## src/design/i2c_codec_register_file_defines.svh

```systemverilog
// Assertion macros shared by the register file RTL.
`ifndef I2C_CODEC_REGISTER_FILE_DEFINES_SVH
`define I2C_CODEC_REGISTER_FILE_DEFINES_SVH

`ifndef SYNTHESIS

`define I2CC_ASSERT_IMP(label, clk, rst, ante, cons) \
   label: assert property (@(posedge clk) disable iff (rst) (ante) |-> (cons)) \
      else $error("assertion failed");

`define I2CC_ASSERT_NXT(label, clk, rst, ante, cons) \
   label: assert property (@(posedge clk) disable iff (rst) (ante) |=> (cons)) \
      else $error("assertion failed");

`else

`define I2CC_ASSERT_IMP(label, clk, rst, ante, cons)

`define I2CC_ASSERT_NXT(label, clk, rst, ante, cons)

`endif

`endif

```

## src/design/i2cc_pkg.sv

```systemverilog
// Types, constants and rate decoding for the codec register file.
package i2cc_pkg;

   localparam int REG_COUNT_DEFAULT = 21140;
   localparam int QUEUE_DEPTH = 2;

   localparam logic [15:0] ADDR_DEVICE_ID = 16'h000f;
   localparam logic [15:0] ADDR_RATE_CTRL = 16'h001b;
   localparam logic [15:0] DEVICE_ID_VALUE = 16'h6243;
   localparam logic [15:0] RATE_CTRL_RESET = 16'h0010;
   localparam logic [15:0] RATE_SR_MASK = 16'h0007;
   localparam int RATE_INT_BIT = 4;

   localparam logic [16:0] RATE_48000 = 17'd48000;
   localparam logic [16:0] RATE_44100 = 17'd44100;
   localparam logic [16:0] RATE_32000 = 17'd32000;
   localparam logic [16:0] RATE_24000 = 17'd24000;
   localparam logic [16:0] RATE_22050 = 17'd22050;
   localparam logic [16:0] RATE_16000 = 17'd16000;
   localparam logic [16:0] RATE_12000 = 17'd12000;
   localparam logic [16:0] RATE_8000 = 17'd8000;
   localparam logic [16:0] RATE_96000 = 17'd96000;
   localparam logic [16:0] RATE_88200 = 17'd88200;
   localparam logic [16:0] RATE_UNKNOWN = 17'd0;

   typedef enum logic [1:0] {
      ACT_START_WRITE = 2'd0,
      ACT_START_READ  = 2'd1,
      ACT_BYTE_WRITE  = 2'd2,
      ACT_BYTE_READ   = 2'd3
   } action_type;

   typedef enum logic [2:0] {
      OP_WSTART  = 3'd0,
      OP_RSTART  = 3'd1,
      OP_ADDR_HI = 3'd2,
      OP_ADDR_LO = 3'd3,
      OP_VAL_HI  = 3'd4,
      OP_VAL_LO  = 3'd5,
      OP_RD_HI   = 3'd6,
      OP_RD_LO   = 3'd7
   } op_type;

   typedef enum logic [1:0] {
      WPH_ADDR_HI = 2'd0,
      WPH_ADDR_LO = 2'd1,
      WPH_VAL_HI  = 2'd2,
      WPH_VAL_LO  = 2'd3
   } wphase_type;

   typedef enum logic [1:0] {
      ST_CLEAR  = 2'd0,
      ST_IDLE   = 2'd1,
      ST_RDWAIT = 2'd2
   } back_state_type;

   typedef struct packed {
      op_type      op;
      logic [7:0]  data;
   } entry_type;

   function automatic logic [16:0] decode_rate(input logic [15:0] ctl);
      logic [2:0] sr;
      logic       whole_rate;
      logic [16:0] rate;
      sr = 3'(ctl & RATE_SR_MASK);
      whole_rate = ctl[RATE_INT_BIT];
      case (sr)
         3'd0: rate = whole_rate ? RATE_48000 : RATE_44100;
         3'd1: rate = RATE_32000;
         3'd2: rate = whole_rate ? RATE_24000 : RATE_22050;
         3'd3: rate = RATE_16000;
         3'd4: rate = RATE_12000;
         3'd5: rate = RATE_8000;
         3'd6: rate = whole_rate ? RATE_96000 : RATE_88200;
         default: rate = RATE_UNKNOWN;
      endcase
      return rate;
   endfunction

endpackage

```

## src/design/i2cc_queue.sv

```systemverilog
// Short item queue between front and back ends.
module i2cc_queue (
   input  logic                clock,
   input  logic                reset,
   input  logic                push,
   input  i2cc_pkg::entry_type push_entry,
   input  logic                pop,
   output i2cc_pkg::entry_type head,
   output logic                not_empty,
   output logic                full
);

   localparam int PW = $clog2(i2cc_pkg::QUEUE_DEPTH);
   localparam int CW = $clog2(i2cc_pkg::QUEUE_DEPTH + 1);

   i2cc_pkg::entry_type slot_ff [i2cc_pkg::QUEUE_DEPTH];
   logic [PW-1:0] wr_ptr_ff, rd_ptr_ff;
   logic [CW-1:0] count_ff;

   assign head = slot_ff[rd_ptr_ff];
   assign not_empty = (count_ff != '0);
   assign full = (count_ff == CW'(i2cc_pkg::QUEUE_DEPTH));

   always_ff @(posedge clock) begin
      if (push) begin
         slot_ff[wr_ptr_ff] <= push_entry;
      end
   end

   always_ff @(posedge clock) begin
      if (reset) begin
         wr_ptr_ff <= '0;
         rd_ptr_ff <= '0;
         count_ff <= '0;
      end else begin
         if (push) begin
            wr_ptr_ff <= (wr_ptr_ff == PW'(i2cc_pkg::QUEUE_DEPTH - 1)) ? '0 : wr_ptr_ff + 1'b1;
         end
         if (pop) begin
            rd_ptr_ff <= (rd_ptr_ff == PW'(i2cc_pkg::QUEUE_DEPTH - 1)) ? '0 : rd_ptr_ff + 1'b1;
         end
         if (push && !pop) begin
            count_ff <= count_ff + 1'b1;
         end else if (pop && !push) begin
            count_ff <= count_ff - 1'b1;
         end
      end
   end

endmodule

```

## config.mk

```make
export PLATFORM = sky130hd
export DESIGN_NAME = i2cc_queue
export DESIGN_NICKNAME = d
export VERILOG_FILES = /design/src/design/i2c_codec_register_file_defines.svh /design/src/design/i2cc_pkg.sv /design/src/design/i2cc_queue.sv
export SDC_FILE = /design/constraint.sdc
export NUM_CORES = 1
export LEC_CHECK = 0
export ABC_AREA = 1
export BUFFER_PORTS_ARGS = -buffer_cell sky130_fd_sc_hd__buf_2
export CAP_MARGIN = 20
export CORE_MARGIN = 1
export CORE_UTILIZATION = 49
export DETAILED_ROUTE_END_ITERATION = 6
export PLACE_DENSITY = 0.79
export SLEW_MARGIN = 20
export SYNTH_ARGS = -nofsm -noshare
export SYNTH_HDL_FRONTEND = slang
export SYNTH_SLANG_ARGS = --single-unit
```

## constraint.sdc

```tcl
create_clock -name clock -period 1.7 [get_ports clock]
set_clock_uncertainty 0.2 [all_clocks]
set_input_delay 0.085 -clock clock [delete_from_list [all_inputs] [get_ports clock]]
set_output_delay 0.085 -clock clock [all_outputs]
set_load 0.005 [all_outputs]
```

==> flow_summary_export.csv, run 1 <==
group,metric,value,unit
outcome,status,"complete, no violations",
global_routing,grt_use_total,0.168,
layout,nets,131,
timing,hold_viol_final,0,
clock_network,root_buffer,"clkbuf_4",
floorplanning,core,0.00200,sq mm
clock_network,htreeDepth,1,
critical_path,crit_arrival,1.33,ns
yosys,synth_cell_type_count,16,
layout,drive_gt1_frac,0.395,
power_and_ir_drop,leakagePower,0.615,nW
global_routing,grt_overflow,0,
layout,diodes,0,
floorplanning,initial_utilization,0.529,
critical_path,r2r_slack,0.29,ns
drt,vias,680,
timing,grt_setup_unrepaired,"no",
yosys,syn_nets,83,
placement,io_buffer_count,27,
placement,gp_congestion,0.601,
floorplanning,num_rows,16,
layout,regArea,762,sq um
drt,vias_per_cell,4.82,
floorplanning,fp.dieH,48.5,um
timing,hold_ws,0.285,ns
placement,dp_hpwl,1.17,mm
power_and_ir_drop,vdd_drop_max,0.611,mV
layout,area_growth,33.4,%
timing,setup-tns-final,0,ns
clock_network,clk-insertion-delay-late,0.32,ns
drt,ant_nets,0,
timing,maxSlewViolCount,0,
timing,layout_min_cycle_time,1.62,ns
critical_path,cp.required,1.41,ns
power_and_ir_drop,cellPowerDensity,879,mW/mm^2
drt,dr.first_iter.drc_count,4,
clock_network,clock_sinks,27,
global_routing,grt_pass1_vias,722,
layout,multiInputGateArea,254,sq um
yosys,postSynthCellCount,67,
yosys,yosysWarnings,0,
floorplanning,die_area,0.00235,sq mm
drt,wire_per_inst,12.3,um
drt,dr.pass1.iters,4,
floorplanning,ios,28,
layout,fillCellCount,160,
yosys,synth_seq_cells,27,
critical_path,cp_max_fo,8,
global_routing,antenna_found_initial,0,
clock_network,cts_tree,"done",
yosys,syn_avg_cell_area,15.8,sq um
global_routing,grt_max_degree,15,
clock_network,cts.clk_slew.worst_paths,0.13,ns
timing,relSlewSlack,0.679,
critical_path,path_class,"reg -> out",
clock_network,postCtsSetupRepairBufs,0,
global_routing,grt_pass1_wl,2.89,mm
yosys,syn_area,0.00106,sq mm
timing,setup_viol,0,
drt,wirelength,1.74,mm
clock_network,clock_path_buffers,2,
timing,finalCritPeriodShare,0.951,
job,maxCapViolCount,0,
critical_path,cp-end-kind,"primary output",
critical_path,start_kind,"flip-flop",
timing,worstMarginPinSlew,0.480,ns
drt,drc,0,
timing,max_freq,618,MHz
clock_network,cts_buffers,3,
floorplanning,die_w,48.5,um
yosys,ys_seq_area_frac,0.718,
min_path,hold_class,"in -> reg",
==> cell families (layout without fill, tap and decap cells) <==
family,after synthesis,count (layout),share of synthesized area
adder cells (fa/ha/maj),1,1,0.0118
multiplexers,11,11,0.152
flip-flops,27,27,0.718
XOR/XNOR,1,1,0.00827
AO/OA/AOI/OAI,2,2,0.00944
AND/OR/NAND/NOR,15,15,0.0578
buffers and inverters,10,57,0.0425
==> cell usage after synthesis <==
master | count | area, sq um
nand3_1 | 1 | 5.00
mux2_2 | 1 | 11.3
nand4_1 | 1 | 6.26
xnor2_1 | 1 | 8.76
inv_1 | 8 | 30.0
a21oi_1 | 1 | 5.00
nor3_1 | 1 | 5.00
buf_6 | 1 | 11.3
inv_2 | 1 | 3.75
ha_1 | 1 | 12.5
mux2_4 | 10 | 150
nand2_1 | 6 | 22.5
nor2_1 | 6 | 22.5
dfxtp_1 | 5 | 100
edfxtp_1 | 22 | 661
o21ai_0 | 1 | 5.00
==> per-stage QoR <==
stage | total power, mW | setup slack, ns | cell area [sq um] | util | cells
2_1_floorplan | 0.894 | 0.310 | 1060 | - | 67
3_3_place_gp | 0.956 | 0.360 | 1230 | 0.616 | 122
3_5_place_dp | 0.965 | 0.337 | 1230 | 0.616 | 122
4_1_cts | 1.26 | 0.0697 | 1410 | 0.706 | 141
5_1_grt | 1.29 | 0.0256 | 1410 | 0.706 | 141
6_report | 1.24 | 0.0830 | 1410 | 0.706 | 141
==> power breakdown <==
group	switching [mW]	internal [mW]
clock	0.172	0.0919
combinational	0.0819	0.120
sequential	0.0173	0.759
total	0.271	0.971
==> flip-flops by register name, indices dropped and copies added, names as in the netlist, named ones only <==
signal and cells:
wr_ptr_ff 1, slot_ff 22, count_ff 2, rd_ptr_ff 1
==> worst max-delay path, stage by stage, from the launching register on <==
cell and delay (ns):
dfxtp_2 0.40, buf_6 0.18, mux2_4 0.31, buf_2 0.13
==> what timing repair did <==
item	CTS	global route
hold buffers	15	0
resized for setup	2	0
endpoints found under the hold margin	27	0
setup endpoints to repair	8	0
==> layer usage <==
metal  wire (um)  global-route usage
met1         672               0.153
met2         939               0.336
met3          70              0.0314
met4          54               0.103
met5           0                   0
==> placed cells by master (no fill, tap or decap) <==
master and count:
buf_2 27, edfxtp_1 22, dlygate4sd3_1 15, mux2_4 10
inv_1 8, nand2_1 6, nor2_1 6, dfxtp_1 4
clkbuf_4 3, inv_2 1, mux2_2 1, xnor2_1 1
o21ai_0 1, a21oi_1 1, nor3_1 1, nand3_1 1
nand4_1 1, ha_1 1, dfxtp_2 1, clkbuf_1 1
buf_4 1, buf_6 1
==> area by class of cell <==
type | count | area share
clock buffers | 4 | 0.0186
well taps | 27 | 0.0239
flip-flops and latches | 27 | 0.539
multi-input cells | 30 | 0.180
repair buffers | 44 | 0.215
inverters | 9 | 0.0239
==> final timing paths <==
check,start,endpoint,cells after the start
worst max-delay path,flip-flop,head[9],3
worst min-delay path,push_entry[2],slot_ff[0][2],2
worst max register to register,rd_ptr_ff,flip-flop,3
worst min register to register,count_ff[0],count_ff[0],2
Note: power is estimated with default switching activity, not from simulation.
==> run 2: changes to the inputs <==
Settings changed: ABC_AREA 1 to 0, PLACE_DENSITY 0.79 to 0.77.
==> run 2 against run 1 <==
Area after synthesis fell by 5.7%. Largest cell class unchanged. Final area fell by 3.9%. Register-to-register slack improved by 0.03 ns. Sequential power rose by 0.9%. Combinational power fell by 2%. Global-route usage fell by 1.2 points. Hold slack improved by 0.011 ns. Worst setup slack improved by 0.063 ns. Synthesized cell count fell by 16%. Total power fell by 0.84%. Via count fell by 11%.
==> flow_summary_export.csv, run 2 <==
group,metric,value,unit
min_path,hold_class,"in -> reg",
yosys,synth_flop_cell,"edfxtp_1",
floorplanning,die_area,0.00223,sq mm
placement,dp_hpwl,959,um
drt,wirelength_met1,629,um
yosys,synth_cell_type_count,16,
min_path,whs_path_depth,2,
yosys,syn_area,1000,sq um
drt,vias_per_cell,4.67,
yosys,yosysWarnings,0,
critical_path,cp-endpoint,"head[3]",
power_and_ir_drop,leakagePower,0.549,nW
critical_path,start_kind,"flip-flop",
yosys,synth_compound_area_frac,0.0100,
global_routing,grt_use_total,0.156,
clock_network,clk-insertion-delay-late,0.30,ns
timing,grt_setup_unrepaired,"no",
power_and_ir_drop,switching_share,0.211,
critical_path,cp_max_fo,6,
floorplanning,ios,28,
yosys,synth_top_area_frac,0.661,
yosys,synth_seq_cells,27,
yosys,syn_nets,72,
timing,relSlewSlack,0.664,
critical_path,crit_arrival,1.27,ns
job,maxCapViolCount,0,
global_routing,antenna_found_initial,0,
yosys,syn_avg_cell_area,17.9,sq um
placement,io_buffer_count,27,
clock_network,postCtsSetupRepairBufs,0,
drt,highest_layer,"met4",
layout,drive_gt1_frac,0.462,
yosys,async_flop_share,0,
clock_network,cts_buffers,3,
drt,wire_per_inst,11.5,um
clock_network,root_buffer,"clkbuf_4",
yosys,synth-adder-area-share,0.0125,
drt,wirelength,1.48,mm
layout,top_regs,"slot_ff (22), count_ff (2)",
global_routing,grt_pass1_wl,2.27,mm
floorplanning,fp.dieH,47.2,um
drt,ant_nets,0,
yosys,ys_top_cells_by_count,"edfxtp_1 (22), mux2_2 (11), dfxtp_1 (5)",
power_and_ir_drop,cellPowerDensity,906,mW/mm^2
clock_network,cts_resized,0,
timing,finalCritPeriodShare,0.914,
global_routing,grt_overflow,0,
yosys,postSynthCellCount,56,
critical_path,cp-end-kind,"primary output",
clock_network,clock_path_buffers,2,
layout,top_register,"slot_ff",
timing,layout_min_cycle_time,1.55,ns
layout,area_growth,35.9,%
critical_path,cp.required,1.41,ns
floorplanning,core,0.00182,sq mm
placement,gp_congestion,0.658,
layout,final_common_cell,"buf_2",
timing,worstMarginPinSlew,0.504,ns
timing,hold_viol_final,0,
yosys,yosys-mux-area-fraction,0.124,
yosys,synth_top_family_by_area,"multiplexers",
power_and_ir_drop,clkPwrFrac,0.204,
layout,largest_register_ffs,22,
timing,setup_viol,0,
drt,met2WireLength,797,um
timing,max_freq,644,MHz
yosys,ys_seq_area_frac,0.761,
drt,vias,603,
drt,drc,0,
layout,diodes,0,
clock_network,htreeDepth,1,
layout,instances_no_fill,129,
timing,maxSlewViolCount,0,
power_and_ir_drop,comb_power_share,0.160,
critical_path,rr_endpoint,"slot_ff[1][5]",
floorplanning,die_w,47.2,um
yosys,synth.top_cells.by_area,"edfxtp_1 (66%), mux2_2 (12%), dfxtp_1 (10%)",
layout,final_cell_mix,"buf_2 (27), edfxtp_1 (22), dlygate4sd3_1 (14)",
drt,wl_met3,37,um
yosys,synth_simple_gate_area_frac,0.0488,
critical_path,r2r_slack,0.32,ns
yosys,synth_edf_count,22,
drt,dr.first_iter.drc_count,9,
drt,dr.pass1.iters,2,
yosys,synth_largest_area_cell,"edfxtp_1",
critical_path,reg2reg_from,"wr_ptr_ff",
yosys,synth_most_common_cell,"edfxtp_1",
timing,setup-tns-final,0,ns
power_and_ir_drop,p_switching,0.260,mW
power_and_ir_drop,p_int,0.972,mW
power_and_ir_drop,vdd_drop_max,0.578,mV
global_routing,grt_pass1_vias,576,
power_and_ir_drop,pwr-share-seq,0.636,
floorplanning,num_rows,15,
floorplanning,initial_utilization,0.549,
yosys,synth_xor_area_frac,0.0350,
clock_network,cts.clk_slew.worst_paths,0.13,ns
clock_network,cts_tree,"done",
clock_network,clock_sinks,27,
placement,placedCellCount,111,
global_routing,grt_max_degree,16,
outcome,status,"complete, no violations",
critical_path,path_class,"reg -> out",
critical_path,r2r_cells,1,
layout,nets,121,
[run 2: how the worst min path moves through the flow]
stage                    from             end  slack (ns)
2_1_floorplan           reset     count_ff[1]       -0.05
3_3_place_gp    push_entry[6]   slot_ff[0][6]        0.07
3_5_place_dp    push_entry[0]   slot_ff[0][0]        0.08
4_1_cts         push_entry[6]   slot_ff[1][6]        0.28
5_1_grt         push_entry[0]   slot_ff[1][0]        0.28
6_report       push_entry[10]  slot_ff[0][10]        0.30
[run 2: per-layer routing]
layer / vias to the layer above / GRT usage
met5: - / 0
met4: 0 / 0.0686
met3: 2 / 0.0346
met2: 17 / 0.286
met1: 283 / 0.173
li1: 301 / -
[run 2: cells by family after synthesis]
group	Yosys count
simple gates	9
compound gates	2
flops	27
xor+xnor	4
mux	11
fa+ha+maj	1
buf+inv	2
[run 2: through the flow]
| step | total power [mW] | setup slack, ns | hold WS, ns | instance area, sq um | utilization |
|---|---|---|---|---|---|
| 2_1_floorplan | 0.888 | 0.275 | -0.0459 | 1000 | - |
| 3_3_place_gp | 0.965 | 0.339 | 0.0739 | 1190 | 0.654 |
| 3_5_place_dp | 0.971 | 0.308 | 0.0767 | 1190 | 0.654 |
| 4_1_cts | 1.24 | 0.134 | 0.283 | 1360 | 0.746 |
| 5_1_grt | 1.29 | 0.0796 | 0.280 | 1360 | 0.746 |
| 6_report | 1.23 | 0.146 | 0.296 | 1360 | 0.746 |
[run 2: area by class of cell]
| cell class | count | area [sq um] |
|---|---|---|
| Clock inverter | 1 | 5.00 |
| Sequential cell | 27 | 761 |
| Multi-Input combinational cell | 27 | 230 |
| Fill cell | 130 | 462 |
| Tap cell | 25 | 31.3 |
| Clock buffer | 3 | 22.5 |
| Timing Repair Buffer | 45 | 305 |
| Inverter | 1 | 3.75 |
[run 2: power by group through the flow]
stage	sequential, mW	combinational, mW	clock (mW)
after floorplan	0.793	0.0955	0
after global placement	0.795	0.170	0
after detailed placement	0.797	0.173	0
after CTS	0.782	0.199	0.264
after global routing	0.788	0.221	0.282
final	0.783	0.197	0.252
[run 2: worst max-delay path, cell delays in order (launching register included)]
cell,delay (ns)
dfxtp_1,0.35
buf_4,0.15
mux2_2,0.34
buf_2,0.13
[run 2: timing repair]
item,4_1_cts,5_1_grt
setup endpoints to repair,0,0
hold endpoints to repair,27,0
hold buffers,14,0
