## config.mk

```make
export PLATFORM = sky130hd
export DESIGN_NAME = i2cc_front
export DESIGN_NICKNAME = d
export VERILOG_FILES = /design/src/design/i2c_codec_register_file_defines.svh /design/src/design/i2cc_pkg.sv /design/src/design/i2cc_front.sv
export SDC_FILE = /design/constraint.sdc
export NUM_CORES = 1
export LEC_CHECK = 0
export BUFFER_PORTS_ARGS = -buffer_cell sky130_fd_sc_hd__buf_2
export CAP_MARGIN = 20
export CORE_AREA = 2 2 39 41
export CTS_BUF_LIST = sky130_fd_sc_hd__clkbuf_8
export CTS_CLUSTER_DIAMETER = 60
export DETAILED_ROUTE_END_ITERATION = 10
export DIE_AREA = 0 0 41 43
export PLACE_DENSITY = 0.56
export SLEW_MARGIN = 20
export SYNTH_ARGS = -nofsm -noshare
export SYNTH_HDL_FRONTEND = slang
export SYNTH_SLANG_ARGS = --single-unit
```

## constraint.sdc

```tcl
create_clock -name clock -period 1.4 [get_ports clock]
set_input_delay 0.07 -clock clock [delete_from_list [all_inputs] [get_ports clock]]
set_output_delay 0.07 -clock clock [all_outputs]
set_load 0.01 [all_outputs]
```

## src/design/i2c_codec_register_file_defines.svh

```systemverilog
// Assertion macros shared by the register file RTL.
`ifndef I2C_CODEC_REGISTER_FILE_DEFINES_SVH
`define I2C_CODEC_REGISTER_FILE_DEFINES_SVH

`ifndef SYNTHESIS

`define I2CC_ASSERT_IMP(label, clk, rst, ante, cons) \
   label: assert property (@(posedge clk) disable iff (rst) (ante) |-> (cons)) \
      else $error("assertion failed");

`define I2CC_ASSERT_NXT(label, clk, rst, ante, cons) \
   label: assert property (@(posedge clk) disable iff (rst) (ante) |=> (cons)) \
      else $error("assertion failed");

`else

`define I2CC_ASSERT_IMP(label, clk, rst, ante, cons)

`define I2CC_ASSERT_NXT(label, clk, rst, ante, cons)

`endif

`endif

```

## src/design/i2cc_pkg.sv

```systemverilog
// Types, constants and rate decoding for the codec register file.
package i2cc_pkg;

   localparam int REG_COUNT_DEFAULT = 21140;
   localparam int QUEUE_DEPTH = 2;

   localparam logic [15:0] ADDR_DEVICE_ID = 16'h000f;
   localparam logic [15:0] ADDR_RATE_CTRL = 16'h001b;
   localparam logic [15:0] DEVICE_ID_VALUE = 16'h6243;
   localparam logic [15:0] RATE_CTRL_RESET = 16'h0010;
   localparam logic [15:0] RATE_SR_MASK = 16'h0007;
   localparam int RATE_INT_BIT = 4;

   localparam logic [16:0] RATE_48000 = 17'd48000;
   localparam logic [16:0] RATE_44100 = 17'd44100;
   localparam logic [16:0] RATE_32000 = 17'd32000;
   localparam logic [16:0] RATE_24000 = 17'd24000;
   localparam logic [16:0] RATE_22050 = 17'd22050;
   localparam logic [16:0] RATE_16000 = 17'd16000;
   localparam logic [16:0] RATE_12000 = 17'd12000;
   localparam logic [16:0] RATE_8000 = 17'd8000;
   localparam logic [16:0] RATE_96000 = 17'd96000;
   localparam logic [16:0] RATE_88200 = 17'd88200;
   localparam logic [16:0] RATE_UNKNOWN = 17'd0;

   typedef enum logic [1:0] {
      ACT_START_WRITE = 2'd0,
      ACT_START_READ  = 2'd1,
      ACT_BYTE_WRITE  = 2'd2,
      ACT_BYTE_READ   = 2'd3
   } action_type;

   typedef enum logic [2:0] {
      OP_WSTART  = 3'd0,
      OP_RSTART  = 3'd1,
      OP_ADDR_HI = 3'd2,
      OP_ADDR_LO = 3'd3,
      OP_VAL_HI  = 3'd4,
      OP_VAL_LO  = 3'd5,
      OP_RD_HI   = 3'd6,
      OP_RD_LO   = 3'd7
   } op_type;

   typedef enum logic [1:0] {
      WPH_ADDR_HI = 2'd0,
      WPH_ADDR_LO = 2'd1,
      WPH_VAL_HI  = 2'd2,
      WPH_VAL_LO  = 2'd3
   } wphase_type;

   typedef enum logic [1:0] {
      ST_CLEAR  = 2'd0,
      ST_IDLE   = 2'd1,
      ST_RDWAIT = 2'd2
   } back_state_type;

   typedef struct packed {
      op_type      op;
      logic [7:0]  data;
   } entry_type;

   function automatic logic [16:0] decode_rate(input logic [15:0] ctl);
      logic [2:0] sr;
      logic       whole_rate;
      logic [16:0] rate;
      sr = 3'(ctl & RATE_SR_MASK);
      whole_rate = ctl[RATE_INT_BIT];
      case (sr)
         3'd0: rate = whole_rate ? RATE_48000 : RATE_44100;
         3'd1: rate = RATE_32000;
         3'd2: rate = whole_rate ? RATE_24000 : RATE_22050;
         3'd3: rate = RATE_16000;
         3'd4: rate = RATE_12000;
         3'd5: rate = RATE_8000;
         3'd6: rate = whole_rate ? RATE_96000 : RATE_88200;
         default: rate = RATE_UNKNOWN;
      endcase
      return rate;
   endfunction

endpackage

```

## src/design/i2cc_front.sv

```systemverilog
// Front end: accepts bus events and classifies them by transfer phase.
module i2cc_front (
   input  logic               clock,
   input  logic               reset,
   input  logic               start,
   output logic               busy,
   input  logic [1:0]         req_action,
   input  logic [7:0]         req_write_byte,
   input  logic               q_full,
   input  logic               clearing,
   output logic               q_push,
   output i2cc_pkg::entry_type q_entry
);

   i2cc_pkg::wphase_type wphase_ff, wphase_in;
   logic                 rphase_ff, rphase_in;
   i2cc_pkg::op_type     op;

   assign busy = q_full | clearing;
   assign q_push = start & ~busy;

   always_comb begin
      wphase_in = wphase_ff;
      rphase_in = rphase_ff;
      op = i2cc_pkg::OP_WSTART;
      case (i2cc_pkg::action_type'(req_action))
         i2cc_pkg::ACT_START_WRITE: begin
            op = i2cc_pkg::OP_WSTART;
            wphase_in = i2cc_pkg::WPH_ADDR_HI;
         end
         i2cc_pkg::ACT_START_READ: begin
            op = i2cc_pkg::OP_RSTART;
            rphase_in = 1'b0;
         end
         i2cc_pkg::ACT_BYTE_WRITE: begin
            case (wphase_ff)
               i2cc_pkg::WPH_ADDR_HI: begin
                  op = i2cc_pkg::OP_ADDR_HI;
                  wphase_in = i2cc_pkg::WPH_ADDR_LO;
               end
               i2cc_pkg::WPH_ADDR_LO: begin
                  op = i2cc_pkg::OP_ADDR_LO;
                  wphase_in = i2cc_pkg::WPH_VAL_HI;
               end
               i2cc_pkg::WPH_VAL_HI: begin
                  op = i2cc_pkg::OP_VAL_HI;
                  wphase_in = i2cc_pkg::WPH_VAL_LO;
               end
               default: begin
                  op = i2cc_pkg::OP_VAL_LO;
                  wphase_in = i2cc_pkg::WPH_VAL_HI;
               end
            endcase
         end
         default: begin
            op = rphase_ff ? i2cc_pkg::OP_RD_LO : i2cc_pkg::OP_RD_HI;
            rphase_in = ~rphase_ff;
         end
      endcase
   end

   assign q_entry.op = op;
   assign q_entry.data = req_write_byte;

   always_ff @(posedge clock) begin
      if (reset) begin
         wphase_ff <= i2cc_pkg::WPH_ADDR_HI;
         rphase_ff <= 1'b0;
      end else if (q_push) begin
         wphase_ff <= wphase_in;
         rphase_ff <= rphase_in;
      end
   end

endmodule

```

==> results of run 1 <==
power groups by stage:
stage | clock network [mW] | logic [mW] | registers [mW]
6_report | 0.245 | 0.0449 | 0.0882
5_1_grt | 0.262 | 0.0502 | 0.0883
4_1_cts | 0.254 | 0.0456 | 0.0882
3_5_place_dp | 0 | 0.0454 | 0.0893
3_3_place_gp | 0 | 0.0447 | 0.0892
2_1_floorplan | 0 | 0.0431 | 0.0891
layout make-up:
| type | count | area (um2) | share of cell area (%) |
|---|---|---|---|
| multi-input combinational | 16 | 128 | 39.5 |
| sequential | 3 | 60.1 | 18.6 |
| timing repair buffer | 11 | 55.1 | 17.1 |
| clock buffer | 3 | 41.3 | 12.8 |
| tap | 16 | 20.0 | 6.20 |
| inverter | 4 | 15.0 | 4.65 |
| clock inverter | 1 | 3.75 | 1.16 |
synth_stat cells (all sizes together):
master  instances
nor3            1
nor4b           1
nand3b          1
and4bb          1
nand4           1
dfxtp           3
o21a            1
nor2            1
inv             4
a21oi           3
a31oi           1
buf             8
or2             1
o31ai           1
a21boi          1
nand2b          1
and2b           1
cell usage in the layout, fill, tap and decap left out, types with 3 or more instances in the layout:
| cell | instances |
|---|---|
| inv_1 | 5 |
| clkbuf_8 | 3 |
| buf_2 | 11 |
| a21oi_1 | 3 |
| dfxtp_1 | 3 |
metrics by stage:
stage	total power [mW]	util (%)	setup WS (ns)	hold slack (ns)	cells
2_1_floorplan	0.132	-	0.702	0.139	31
3_3_place_gp	0.134	20.1	0.515	0.140	50
3_5_place_dp	0.135	20.1	0.500	0.140	50
4_1_cts	0.388	23.3	0.352	0.0729	54
5_1_grt	0.400	23.3	0.284	0.0882	54
6_report	0.378	23.3	0.373	0.0725	54
how the worst max path moves through the flow:
stage | cells after the start | slack [ns] | endpoint
floorplan | 2 | 0.70 | q_entry[8]
detailed placement | 4 | 0.50 | wphase_ff[1]$_SDFFE_PP0P_
global route | 3 | 0.28 | q_entry[8]
CTS | 3 | 0.35 | q_entry[8]
finish | 3 | 0.37 | q_entry[8]
global placement | 4 | 0.51 | wphase_ff[1]$_SDFFE_PP0P_
worst register-to-register path: stages, from the launching register on:
cell and delay [ns]:
dfxtp_1 0.32, nand3b_1 0.16, a21oi_1 0.12
flip-flops by register name, indices dropped and copies added, names as in the netlist:
| register | flops |
|---|---|
| rphase_ff | 1 |
| wphase_ff | 2 |
layer usage:
| layer | global-route usage (%) | vias up |
|---|---|---|
| met1 | 7.03 | 99 |
| met4 | 4.67 | 0 |
| met3 | 8.90 | 4 |
| met2 | 9.06 | 12 |
| met5 | 0 | - |
| li1 | - | 111 |
kinds of logic after synthesis:
group / Yosys count / synth area share, %
and+or+nand+nor: 9 / 31.9
DFF: 3 / 22.9
AOI/OAI and AO/OA: 7 / 16.7
buffers and inverters: 12 / 28.6
==> flow_summary.yaml, run 1 <==
status:
  status: "completed"
timing:
  maxSlewHeadroom_pct: 80.7
  tns_ns: 0
  finalCriticalPeriod_ns: 1.03
  setup_viol: 0
  finClkSkew_ns: 0.00205
  rsz0062_at_grt: "false"
  fin_crit_sh_pct: 73.4
  max_freq_ghz: 0.973
  hold_viol: 0
  tightest_slew_ns: 0.289
  slew_violations: 0
routing:
  wl_met3_um: 75
  wl_per_cell_um: 9.78
  via_per_inst: 4.19
  post-route-drc-count: 0
  vias: 226
  drtIter0Drc: 0
  wirelength_um: 528
  first_pass_iters: 1
  met1_length_um: 224
  highest_layer: "met4"
  wl_met2_um: 216
  postRouteAntennaNets: 0
yosys:
  synth_cell_types: 17
  synth_area_um2: 263
  synth.yosys.seq_area_share_pct: 22.9
  synth_top_cell_area_share_pct: 22.9
  synth_top_area_cell: "dfxtp_1"
  synth_seq_cells: 3
  synth_area_leaders: "dfxtp_1 (23%), buf_4 (23%), nor4b_4 (9.0%)"
  synth.avg_cell_area_um2: 8.48
  syn-num-nets: 46
  ys_warn_count: 0
  syn_inst: 31
worst_setup_path:
  r2r_end: "wphase_ff[0]$_SDFFE_PP0P_"
  crit_path_start: "wphase_ff[0]$_SDFFE_PP0P_"
  end_kind: "output port"
  path_max_fanout: 4
  crit_type: "flop to output port"
  crit_arrival_ns: 0.96
  rr_startpoint: "wphase_ff[0]$_SDFFE_PP0P_"
  critPathSlowestCell: "dfxtp_1"
  r2r.worst_path.cells: 2
  critPathTopFamily: "flip-flops"
  required_ns: 1.33
  critPathMaxStageDelay_ns: 0.36
  cp_num_buf_inv: 1
  worstSetupStartpointType: "flop"
  rrSetupSlack_ns: 0.72
  crit_chain: "a21oi_1 > a31oi_1 > buf_2"
clocking:
  cts_setup_buffers: 0
  cts_tree: "done"
  clk_latency_ns: 0.22
  hold_buffers: 0
  htree_levels: 1
  cts.reportedPaths.clkPinSlew_ns: 0.03
  ctsResizeCount: 0
  cts_buffers: 3
  ctsLongestPathBuffers: 2
  clock_sinks: 3
  cts_root_buffer: "clkbuf_8"
floorplanning:
  dieArea_um2: 1760
  fp.dieW_um: 41
  die_y_um: 43
  initial_core_util_pct: 19.0
  io_pins: 28
  placementRows: 14
  core_region_area_um2: 1380
cells_and_area:
  n_fill_cell: 166
  fin_nets: 54
  n_antenna_cell: 0
  synthToLayoutAreaGrowth_pct: 22.9
  drive_gt1_share_pct: 47.4
  final_cell_area_um2: 323
worst_hold_path:
  whs_path_depth: 2
  hold_path_end: "wphase_ff[1]$_SDFFE_PP0P_"
  hp-start: "reset"
  hold_class: "input pin to flop"
placed_design:
  port_buffers: 11
  gp_congestion: 0.704
  place_area_um2: 278
global_routing:
  gr-total-overflow: 0
  grt_pass1_wl_um: 834
  grt_usage_pct: 7.52
  grt_antenna_before_repair: 0
  grt_max_degree: 8
  grt_pass1_vias: 226
pwr:
  power_leakage_nw: 0.153
  switchingPower_mw: 0.0829
  p_comb_share_pct: 11.9
  ir_worst_vdd_mv: 0.472
  power_density_nw_per_um2: 1170
  pwr-share-clk_pct: 64.8
  internal-power_mw: 0.295
  swShare_pct: 21.9
  pwr-share-seq_pct: 23.3
job:
  maxCapViolCount: 0
Power figures use the tool's default switching activity.
==> run 2, diff against run 1 <==
clock period = 1 ns   (was 1.4 ns; I/O delays follow)
==> run 2 against run 1 <==
Die area stayed put. Routed wire length is 2.7% lower. Worst hold slack worse by 0.019 ns.
==> flow_summary.yaml, run 2 (synthesized netlist as in run 1, its figures left out) <==
status:
  status: "completed"
floorplanning:
  fp.dieW_um: 41
  die_y_um: 43
  core_region_area_um2: 1380
  placementRows: 14
  io_pins: 28
  initial_core_util_pct: 19.0
  dieArea_um2: 1760
pwr:
  switchingPower_mw: 0.112
  ir_worst_vdd_mv: 0.816
  internal-power_mw: 0.414
  power_density_nw_per_um2: 1590
  pwr-share-seq_pct: 23.4
  swShare_pct: 21.3
  finalPower_mw: 0.526
  power_leakage_nw: 0.159
  p_comb_share_pct: 12.2
  pwr-share-clk_pct: 64.4
worst_setup_path:
  rr_startpoint: "wphase_ff[0]$_SDFFE_PP0P_"
  crit_chain: "a21oi_1 > a31oi_1 > buf_2"
  required_ns: 0.95
  cp_num_buf_inv: 1
  critPathSlowestCell: "dfxtp_2"
  end_kind: "output port"
  crit_path_start: "wphase_ff[0]$_SDFFE_PP0P_"
  critPathTopFamily: "flip-flops"
  crit_arrival_ns: 0.89
  worstSetupStartpointType: "flop"
  critPathMaxStageDelay_ns: 0.32
  path_max_fanout: 2
  crit_type: "flop to output port"
worst_hold_path:
  hp-start: "reset"
  hold_class: "input pin to flop"
job:
  maxCapViolCount: 0
clocking:
  cts_root_buffer: "clkbuf_8"
  htree_levels: 1
  cts_buffers: 3
  hold_buffers: 0
  clk_latency_ns: 0.21
  cts.reportedPaths.clkPinSlew_ns: 0.03
  ctsLongestPathBuffers: 2
  clock_sinks: 3
  cts_tree: "done"
cells_and_area:
  final_cell_mix: "buf_2 (11), inv_1 (5), a21oi_1 (3), clkbuf_8 (3), dfxtp_1 (2)"
  synthToLayoutAreaGrowth_pct: 26.2
  reg_top3: "wphase_ff (2), rphase_ff (1)"
  final_common_cell: "buf_2"
  largest_register_ffs: 2
  drive_gt1_share_pct: 51.3
  largest_register: "wphase_ff"
  fin_nets: 55
  n_antenna_cell: 0
  n_fill_cell: 159
routing:
  drtIter0Drc: 5
  postRouteAntennaNets: 0
  via_per_inst: 4.16
  first_pass_iters: 4
  post-route-drc-count: 0
  vias: 229
  wirelength_um: 514
  wl_per_cell_um: 9.35
timing:
  max_freq_ghz: 1.07
  hold_viol: 0
  finalCriticalPeriod_ns: 0.938
  slew_violations: 0
  setup_viol: 0
  tightest_slew_ns: 0.278
  maxSlewHeadroom_pct: 81.4
  finClkSkew_ns: 0.00319
  tns_ns: 0
  rsz0062_at_grt: "false"
  fin_crit_sh_pct: 93.8
placed_design:
  port_buffers: 11
  gp_congestion: 0.669
global_routing:
  grt_max_degree: 8
  grt_pass1_vias: 201
  gr-total-overflow: 0
  grt_usage_pct: 6.81
  grt_antenna_before_repair: 0
  grt_pass1_wl_um: 759
run 2: routing by layer:
layer / vias up / global-route usage (%) / routed length (um)
li1: 114 / - / -
met1: 100 / 6.07 / 223
met2: 13 / 8.75 / 222
met3: 2 / 7.33 / 64
met4: 0 / 4.67 / 4
met5: - / 0 / 0
run 2: final timing paths:
path	to	slack [ns]	cells after the start
max	q_entry[8]	0.06	3
min	wphase_ff[0]$_SDFFE_PP0P_	0.05	2
max reg2reg	wphase_ff[0]$_SDFFE_PP0P_	0.22	3
min reg2reg	rphase_ff$_SDFFE_PP0P_	0.48	2
run 2: repair_timing:
action / 4_1_cts / 5_1_grt
buffers inserted: 0 / 1
setup endpoints to repair: 1 / 1
gates resized for setup: 1 / 0
run 2: stage by stage:
step / std cells / area (um2) / util, % / hold WS [ns] / setup WS [ns]
finish: 55 / 332 / 24.0 / 0.0530 / 0.0623
global route: 55 / 332 / 24.0 / 0.0756 / 0.0130
CTS: 54 / 324 / 23.4 / 0.0520 / 0.0340
detailed placement: 50 / 278 / 20.1 / 0.100 / 0.129
global placement: 50 / 278 / 20.1 / 0.100 / 0.139
floorplan: 31 / 263 / - / 0.119 / 0.322
run 2: worst register-to-register path: cells and delay by family, from the launching register on:
family	cells	cell delay, ns
simple gates	1	0.15
compound gates	1	0.12
flops	1	0.31
buf+inv	1	0.13
run 2: cell type report:
class	instances	area [um2]	share of cell area, %
clock buffers	3	41.3	12.5
clock inverters	1	3.75	1.13
inverters	4	15.0	4.53
multi-input cells	16	128	38.5
flip-flops and latches	3	61.3	18.5
well taps	16	20.0	6.04
repair buffers	12	62.6	18.9
run 2: power groups by stage:
stage,clock network [mW],registers [mW],logic [mW]
after detailed placement,0,0.125,0.0631
final,0.339,0.123,0.0641
after CTS,0.351,0.124,0.0634
after floorplan,0,0.125,0.0603
after global placement,0,0.125,0.0624
after global routing,0.356,0.123,0.0721
==> run 3, diff against run 2 <==
==> constraint.sdc (replaced) <==
create_clock -name clock -period 1 [get_ports clock]
set_input_delay 0.1 -clock clock [delete_from_list [all_inputs] [get_ports clock]]
set_output_delay 0.1 -clock clock [all_outputs]
set_load 0.01 [all_outputs]
==> run 3 against run 2 <==
Worst hold slack gained 0.042 ns. Die area unchanged. Power rose by 0.15%. Count of clock-buffer cells in the layout is the same. Critical endpoint unchanged. Largest cell class unchanged.
==> flow_summary.yaml, run 3 (synthesized netlist as in run 1, its figures left out) <==
clocking:
  ctsLongestPathBuffers: 2
  htree_levels: 1
  clk_latency_ns: 0.21
  clock_sinks: 3
  cts_tree: "done"
  cts_root_buffer: "clkbuf_8"
  cts.reportedPaths.clkPinSlew_ns: 0.03
  cts_buffers: 3
cells_and_area:
  multi_input_area_um2: 131
  largest_register_ffs: 2
  n_fill_cell: 164
  fin_nets: 55
  final_common_cell: "buf_2"
  ff_latch_area_um2: 61.3
  reg_top3: "wphase_ff (2), rphase_ff (1)"
  largest_register: "wphase_ff"
  synthToLayoutAreaGrowth_pct: 27.6
  final_cell_mix: "buf_2 (11), inv_1 (5), clkbuf_8 (3), a21oi_1 (2), dfxtp_1 (2)"
  drive_gt1_share_pct: 53.8
  final_cell_area_um2: 335
  n_antenna_cell: 0
floorplanning:
  core_region_area_um2: 1380
  dieArea_um2: 1760
  die_y_um: 43
  fp.dieW_um: 41
  placementRows: 14
  initial_core_util_pct: 19.0
  io_pins: 28
worst_setup_path:
  crit_arrival_ns: 0.88
  path_max_fanout: 2
  critPathSlowestCell: "dfxtp_2"
  crit_type: "flop to output port"
  crit_chain: "a21oi_2 > a31oi_1 > buf_2"
  required_ns: 0.90
  worstSetupStartpointType: "flop"
  critPathMaxStageDelay_ns: 0.32
  end_kind: "output port"
worst_hold_path:
  hold_class: "input pin to flop"
routing:
  post-route-drc-count: 0
  first_pass_iters: 2
  drtIter0Drc: 2
  postRouteAntennaNets: 0
  wl_per_cell_um: 9.35
  vias: 222
  via_per_inst: 4.04
  wirelength_um: 514
global_routing:
  grt_pass1_vias: 192
  grt_antenna_before_repair: 0
  grt_usage_pct: 6.61
  grt_max_degree: 8
  grt_pass1_wl_um: 745
  gr-total-overflow: 0
pwr:
  finalPower_mw: 0.527
  pwr-share-clk_pct: 64.3
  swShare_pct: 21.4
  power_density_nw_per_um2: 1570
  ir_worst_vdd_mv: 0.661
  pwr-share-seq_pct: 23.4
  internal-power_mw: 0.414
  power_leakage_nw: 0.159
  switchingPower_mw: 0.113
  p_comb_share_pct: 12.3
timing:
  finalCriticalPeriod_ns: 0.976
  fin_crit_sh_pct: 97.6
  hold_viol: 0
  rsz0062_at_grt: "true"
  maxSlewHeadroom_pct: 82.6
  finClkSkew_ns: 0.0000491
  max_freq_ghz: 1.03
  setup_viol: 0
  tightest_slew_ns: 0.260
  slew_violations: 0
job:
  maxCapViolCount: 0
placed_design:
  place_area_um2: 278
  port_buffers: 11
  gp_congestion: 0.689
status:
  status: "completed"
## run 3: cell types whose count changed in the layout (fill, tap and decap cells not counted)
cell,previous run,this run
a21oi_2,0,1
a21oi_1,3,2
## run 3: worst max-delay path: cells and delay by family (launching register included)
kind	cells	cell delay (ns)
flops	1	0.32
compound gates	2	0.19
buf+inv	1	0.15
## run 3: final timing paths
kind	slack (ns)	end	from	depth (start not counted)
hold reg to reg	0.50	rphase_ff$_SDFFE_PP0P_	rphase_ff$_SDFFE_PP0P_	2
setup reg to reg	0.22	wphase_ff[0]$_SDFFE_PP0P_	wphase_ff[0]$_SDFFE_PP0P_	3
hold / removal	0.09	wphase_ff[0]$_SDFFE_PP0P_	reset	2
setup / recovery	0.02	q_entry[8]	wphase_ff[0]$_SDFFE_PP0P_	3
## run 3: per-layer routing
layer  share of wire (%)  global-route usage [%]  wire, um
met1                  45                    8.31       232
met3                  11                    2.62        59
met2                  42                    6.88       218
met4                0.78                    8.67         4
met5                   0                       0         0
## run 3: timing repair
| action | 4_1_cts | 5_1_grt |
|---|---|---|
| setup buffers | 1 | 0 |
| hold buffers | 0 | 0 |
| gates resized for setup | 1 | 1 |
| endpoints found under the setup margin | 1 | 1 |
## run 3: through the flow
step	std cells	utilization, %	hold slack, ns	TNS [ns]	setup WS, ns
global placement	50	20.1	0.200	0	0.104
detailed placement	50	20.1	0.200	0	0.0872
floorplan	31	-	0.169	0	0.272
finish	55	24.2	0.0948	0	0.0245
CTS	55	24.0	0.0942	0	0.00731
global route	55	24.2	0.124	-0.0626	-0.0626
## run 3: power by group through the flow
stage,sequential [mW],clock (mW),combinational (mW)
after floorplan,0.125,0,0.0603
after global routing,0.123,0.356,0.0729
after CTS,0.123,0.354,0.0649
after global placement,0.125,0,0.0629
after detailed placement,0.125,0,0.0632
final,0.123,0.339,0.0649
## run 3: final cells by class
class | count | area share [%]
inverters | 4 | 4.48
multi-input cells | 16 | 39.2
well taps | 16 | 5.97
repair buffers | 12 | 18.7
flip-flops and latches | 3 | 18.3
clock inverters | 1 | 1.12
clock buffers | 3 | 12.3
